==> src/sba_ram.sv <==
// Generic single-write, single-read RAM with registered read data.
module sba_ram #(
    parameter int WIDTH  = 8,
    parameter int DEPTH  = 16,
    parameter int ADDR_W = (DEPTH > 1) ? $clog2(DEPTH) : 1
) (
    input  logic              clk,
    input  logic              we,
    input  logic [ADDR_W-1:0] waddr,
    input  logic [WIDTH-1:0]  wdata,
    input  logic [ADDR_W-1:0] raddr,
    output logic [WIDTH-1:0]  rdata
);
    logic [WIDTH-1:0] mem [DEPTH];
    logic [WIDTH-1:0] rdata_reg;

    always_ff @(posedge clk)
    begin
        if (we)
        begin
            mem[waddr] <= wdata;
        end
        rdata_reg <= mem[raddr];
    end

    assign rdata = rdata_reg;
endmodule

==> config.mk <==
export PLATFORM = sky130hd
export DESIGN_NAME = sba_ram
export DESIGN_NICKNAME = d
export VERILOG_FILES = /design/src/sba_ram.sv
export SDC_FILE = /design/constraint.sdc
export NUM_CORES = 1
export LEC_CHECK = 0
export ABC_AREA = 1
export BUFFER_PORTS_ARGS = -buffer_cell sky130_fd_sc_hd__buf_2
export CORE_UTILIZATION = 50
export DETAILED_ROUTE_END_ITERATION = 10
export PLACE_DENSITY = 0.72
export SYNTH_ARGS = -nofsm -noshare
export SYNTH_HDL_FRONTEND = slang
export SYNTH_SLANG_ARGS = --single-unit
==> constraint.sdc <==
create_clock -name clk -period 1.85 [get_ports clk]
set_input_delay 0.185 -clock clk [delete_from_list [all_inputs] [get_ports clk]]
set_output_delay 0.185 -clock clk [all_outputs]
set_load 0.01 [all_outputs]
==> flow_metrics.tcl, run 1 <==
set metrics [dict create \
    post_cts_hold_buffer_count 0 \
    synth_sequential_area_ratio_pct 69.4 \
    synth_compound_area_share_pct 0 \
    synth.distinct_cells 12 \
    hold_path.class "input pin to flop" \
    leakage_nw 2.91 \
    critical_path_type "input pin to flop" \
    async_flop_share_pct 0 \
    postSynthNetCount 569 \
    num-fill-cells 865 \
    ctsResizeCount 0 \
    final_estimated_routing_congestion_in_global_placement 0.821 \
    holdWs_ns 0.143 \
    fp.dieH_um 109 \
    finalWirelength_um 12500 \
    finalSetupTns_ns 0 \
    start_kind "input pin" \
    synthesis.area_um2 5770 \
    die_w_um 109 \
    multi_input_comb_area_um2 1210 \
    post-route-min-period_ns 1.11 \
    drive_gt1_share_pct 12.1 \
    clkTransAtPathRegs_ns 0.06 \
    largest_reg_flops 128 \
    drt_iter0_drc 305 \
    number_of_antenna_violations_at_the_first_check_in_global_routing 0 \
    number_of_nets_still_failing_antenna_checks_after_routing 0 \
    dp_cells 711 \
    wire_per_inst_um 16.8 \
    synth_fa_ha_area_share_pct 0 \
    main_combinational_cell_family_by_area_after_synthesis "simple AND/OR/NAND/NOR gates" \
    synth_xor_area_share_pct 0 \
    timing_max_transition_violations_final 0 \
    cts_tree "yes" \
    synth.area.top_cells "edfxtp_1 (67%), nand2_1 (11%), nand3_1 (8.4%)" \
    worst_slew_margin_rel_pct 52.8 \
    cts.sinks 136 \
    ctsRootBufferMaster "clkbuf_16" \
    yosysWarnings 0 \
    yosysTopAreaCellShare_pct 66.7 \
    synth_edf_count 128 \
    synth.ff_latch_count 136 \
    crit_path_end_kind "flop" \
    dominant_cell_by_count_in_the_synthesized_netlist "nand2_1" \
    worst_r2r_path_depth 6 \
    finalSetupViolations 0 \
    fin_skew_ns 0.00865 \
    max_slew.worst_pin.slew_ns 0.705 \
    layoutNonFillerInstCount 742 \
    boundaryPins 26 \
    peakVddDrop_v 0.000705 \
    synth_mux_area_share_pct 0 \
    outcome "completed" \
    syn2layout_area_growth_pct 15.6 \
    grt.total_usage_pct 23.4 \
    portBuffers 25 \
    timing.max_cap.violations 0 \
    critical_path_arrival_ns 1.40 \
    insertion_delay_ns 0.41 \
    postSynthAreaPerCell_um2 10.5 \
    netlist_top_cells_count "nand2_1 (173), edfxtp_1 (128), inv_1 (100), nand3_1 (97), nor2_1 (17)" \
    detail_route.first_pass.iterations 6 \
    design.final.nets 608 \
    vias 3814 \
    rsz0062_at_grt "no" \
    dpl.hpwl_um 7230 \
    postSynthCellCount 551 \
    placementRows 38 \
    whs_path_depth 3 \
    route.detailed.vias_per_inst 5.14 \
    antenna_cells 0 \
    numCtsBuffers 17 \
    synthDominantAreaCellType "edfxtp_1" \
    final-seq-area_um2 4000 \
    p_total_mw 7.33 \
    grt_pass1_vias 3686 \
    hold_violations 0 \
    grt_first_pass_wirelength_um 19700 \
    layout.core_utilization_pct 60.4 \
    cp_max_fo 17 \
    remaining_drc_errors 0 \
    synth_simple_gate_area_share_pct 21.0 \
    grt_overflow 0 \
    htree_levels 4 \
    final_worst_path_cycle_share_pct 59.9 \
    synth_flop_cell "edfxtp_1" \
    clk_path_buf_depth 2 \
    start_util_pct 52.3 \
    timing.fmax_mhz 903 \
    post_cts.repair.setup_buffers 0 \
    power_per_cell_area_nw_per_um2 1100 \
    worstPathRequired_ns 2.15 \
    placeableCoreArea_um2 11000 \
    largest_net_degree_at_the_start_of_global_routing 65 \
    dieArea_um2 12000 \
]
## stage by stage
step	setup slack, ns	instance area, µm²
3_3_place_gp	0.426	6060
2_1_floorplan	0.714	5770
4_1_cts	0.761	6660
5_1_grt	0.694	6660
3_5_place_dp	0.394	6060
6_report	0.743	6660
## power breakdown
part	internal [mW]	switching (mW)
Clock	2.24	1.21
Combinational	0.121	0.297
Sequential	3.45	0.0194
Total	5.81	1.53
## logic make-up (layout without fill, tap and decap cells)
kind of cell / count (synthesis) / in the layout
AND/OR/NAND/NOR: 289 / 289
flip-flops: 136 / 136
buffers and inverters: 126 / 177
## critical path, stage by stage
cell and delay (ns):
buf_2 0.22, inv_1 0.51, nand3_1 0.22, nand3_1 0.19
nand2_1 0.07
## placed cells by master (no fill, tap or decap), types with 3 or more instances in the layout
master / instances
buf_2: 25
buf_4: 18
clkinv_4: 3
nor2_1: 17
bufinv_16: 4
nand2_1: 173
clkinv_1: 3
clkbuf_16: 17
nand3_1: 97
inv_1: 100
dfxtp_1: 8
edfxtp_1: 128
## path summary, 6_finish.rpt
check | start | end | slack (ns)
max reg2reg | mem[0][7] | rdata[7] | 0.76
max | raddr[2] | rdata[4] | 0.74
min | raddr[3] | rdata[7] | 0.14
min reg2reg | mem[13][1] | rdata[1] | 0.66
## routing by layer
metal  track usage, %  share of wire (%)  vias to the layer above
li1                 -                  -                     1850
met1             30.8                 41                     1776
met2             37.6                 49                      168
met3             6.11                7.9                       20
met4             8.57                2.0                        0
met5                0                  0                        -
## area by class of cell
cell class	count	area share, %
Clock buffer	18	6.44
Clock inverter	13	2.68
Inverter	102	5.75
Multi-Input combinational cell	289	18.2
Sequential cell	136	60.1
Tap cell	140	2.63
Timing Repair Buffer	44	4.21
Note: power is estimated with default switching activity, not from simulation.
==> inputs of run 2 (changes only) <==
clock period = 1.1 ns   (was 1.85 ns; I/O delays follow)
==> run 2 against run 1 <==
  * Clock skew shrank 0.0040 ns
  * Final cell count is 1.6% higher
  * Largest cell class unchanged
  * Core utilization rose by 0.88 points
==> flow_metrics.tcl, run 2 (synthesized netlist as in run 1, its figures left out) <==
set metrics [dict create \
    outcome "completed" \
    final_common_cell "nand2_1" \
    power_per_cell_area_nw_per_um2 1760 \
    boundaryPins 26 \
    route.detailed.vias_per_inst 5.21 \
    rsz0062_at_grt "no" \
    final_worst_path_cycle_share_pct 90.4 \
    timing_max_transition_violations_final 0 \
    portBuffers 25 \
    design.final.nets 619 \
    finalSetupViolations 0 \
    grt.total_usage_pct 23.4 \
    placementRows 38 \
    numCtsBuffers 17 \
    layoutNonFillerInstCount 754 \
    placeableCoreArea_um2 11000 \
    die_w_um 109 \
    post_cts_hold_buffer_count 0 \
    fin_skew_ns 0.00468 \
    worst_r2r_path_depth 6 \
    wire_per_inst_um 16.5 \
    p_total_mw 11.9 \
    clk_path_buf_depth 2 \
    worst_r2r_endpoint "rdata[5]" \
    insertion_delay_ns 0.41 \
    drt_iter0_drc 403 \
    critical_path_type "flop to flop" \
    holdWs_ns 0.106 \
    worstPathRequired_ns 1.41 \
    peakVddDrop_v 0.00137 \
    post-route-min-period_ns 0.994 \
    remaining_drc_errors 0 \
    antenna_cells 0 \
    drive_gt1_share_pct 13.7 \
    largest_reg_flops 128 \
    rrSetupSlack_ns 0.11 \
    clkTransAtPathRegs_ns 0.06 \
    max_slew.worst_pin.slew_ns 0.373 \
    leakage_nw 2.96 \
    dpl.hpwl_um 8090 \
    critical_path_arrival_ns 1.30 \
    grt_first_pass_wirelength_um 19900 \
    detail_route.first_pass.iterations 4 \
    fp.dieH_um 109 \
    htree_levels 4 \
    final_estimated_routing_congestion_in_global_placement 0.849 \
    holdPathEnd "mem[3][2]" \
    start_kind "flop" \
    layout.core_utilization_pct 61.3 \
    finalWirelength_um 12400 \
    whs_path_depth 1 \
    worst_slew_margin_rel_pct 75.2 \
    mostFrequentLayoutCells "nand2_1 (173), edfxtp_1 (128), inv_1 (100)" \
    post_cts.repair.setup_buffers 0 \
    timing.fmax_mhz 1010 \
    hp-start "wdata[2]" \
    dp_cells 722 \
    vias 3925 \
    dieArea_um2 12000 \
    hold_violations 0 \
    start_util_pct 52.3 \
    grt_overflow 0 \
    crit_path_end_kind "flop" \
    number_of_nets_still_failing_antenna_checks_after_routing 0 \
    cts_tree "yes" \
    ctsResizeCount 0 \
    cts.sinks 136 \
    largest_net_degree_at_the_start_of_global_routing 44 \
    grt_pass1_vias 3838 \
    hold_path.class "input pin to flop" \
    number_of_antenna_violations_at_the_first_check_in_global_routing 0 \
    critical_path.reg2reg.startpoint "mem[9][5]" \
    cp_max_fo 1 \
    syn2layout_area_growth_pct 17.2 \
    timing.max_cap.violations 0 \
    ctsRootBufferMaster "clkbuf_16" \
]
[run 2: cell types whose count changed in the layout (fill, tap and decap cells not counted), sizes merged]
| cell | change |
|---|---|
| buf | +11 |
| bufinv | -2 |
| clkbuf | +5 |
| clkinv | -3 |
| clkinvlp | +2 |
| inv | -1 |
[run 2: metal layers]
metal | part of all wire [%] | GRT usage (%)
met5 | 0 | 0
met4 | 1.9 | 9.43
met3 | 6.5 | 5.81
met2 | 48 | 37.5
met1 | 43 | 30.7
[run 2: layout make-up]
type | count | area (µm²)
fill | 857 | 4270
sequential | 136 | 4000
multi-input combinational | 289 | 1210
clock buffer | 23 | 458
timing repair buffer | 55 | 425
inverter | 102 | 383
tap | 140 | 175
clock inverter | 9 | 103
[run 2: worst max path at each step]
stage,to,start,cells after the start
floorplan,mem[4][0],waddr[3],2
global placement,mem[1][6],waddr[1],5
detailed placement,mem[0][6],waddr[0],5
CTS,rdata[7],rdata[7],1
global route,rdata[7],mem[12][7],6
finish,rdata[5],mem[9][5],6
[run 2: through the flow]
step / area (µm²) / setup WS (ns) / setup TNS (ns)
after floorplan: 5770 / 0.0392 / 0
after global placement: 6200 / -0.0537 / -0.656
after detailed placement: 6200 / -0.0620 / -0.852
after CTS: 6760 / 0.0840 / 0
after global routing: 6760 / 0.00981 / 0
final: 6760 / 0.106 / 0
[run 2: power by group]
part           switching, mW  internal, mW  total [mW]  leakage, nW
Sequential            0.0332          5.80        5.83         1.22
Clock                   1.98          3.37        5.35        0.267
Combinational          0.503         0.248       0.750         1.47
[run 2: critical path, stage by stage, from the launching register on]
cell      delay (ns)
edfxtp_1        0.37
inv_1           0.07
nand2_1         0.05
nand3_1         0.08
nand3_1         0.13
nand3_1         0.13
nand2_1         0.05
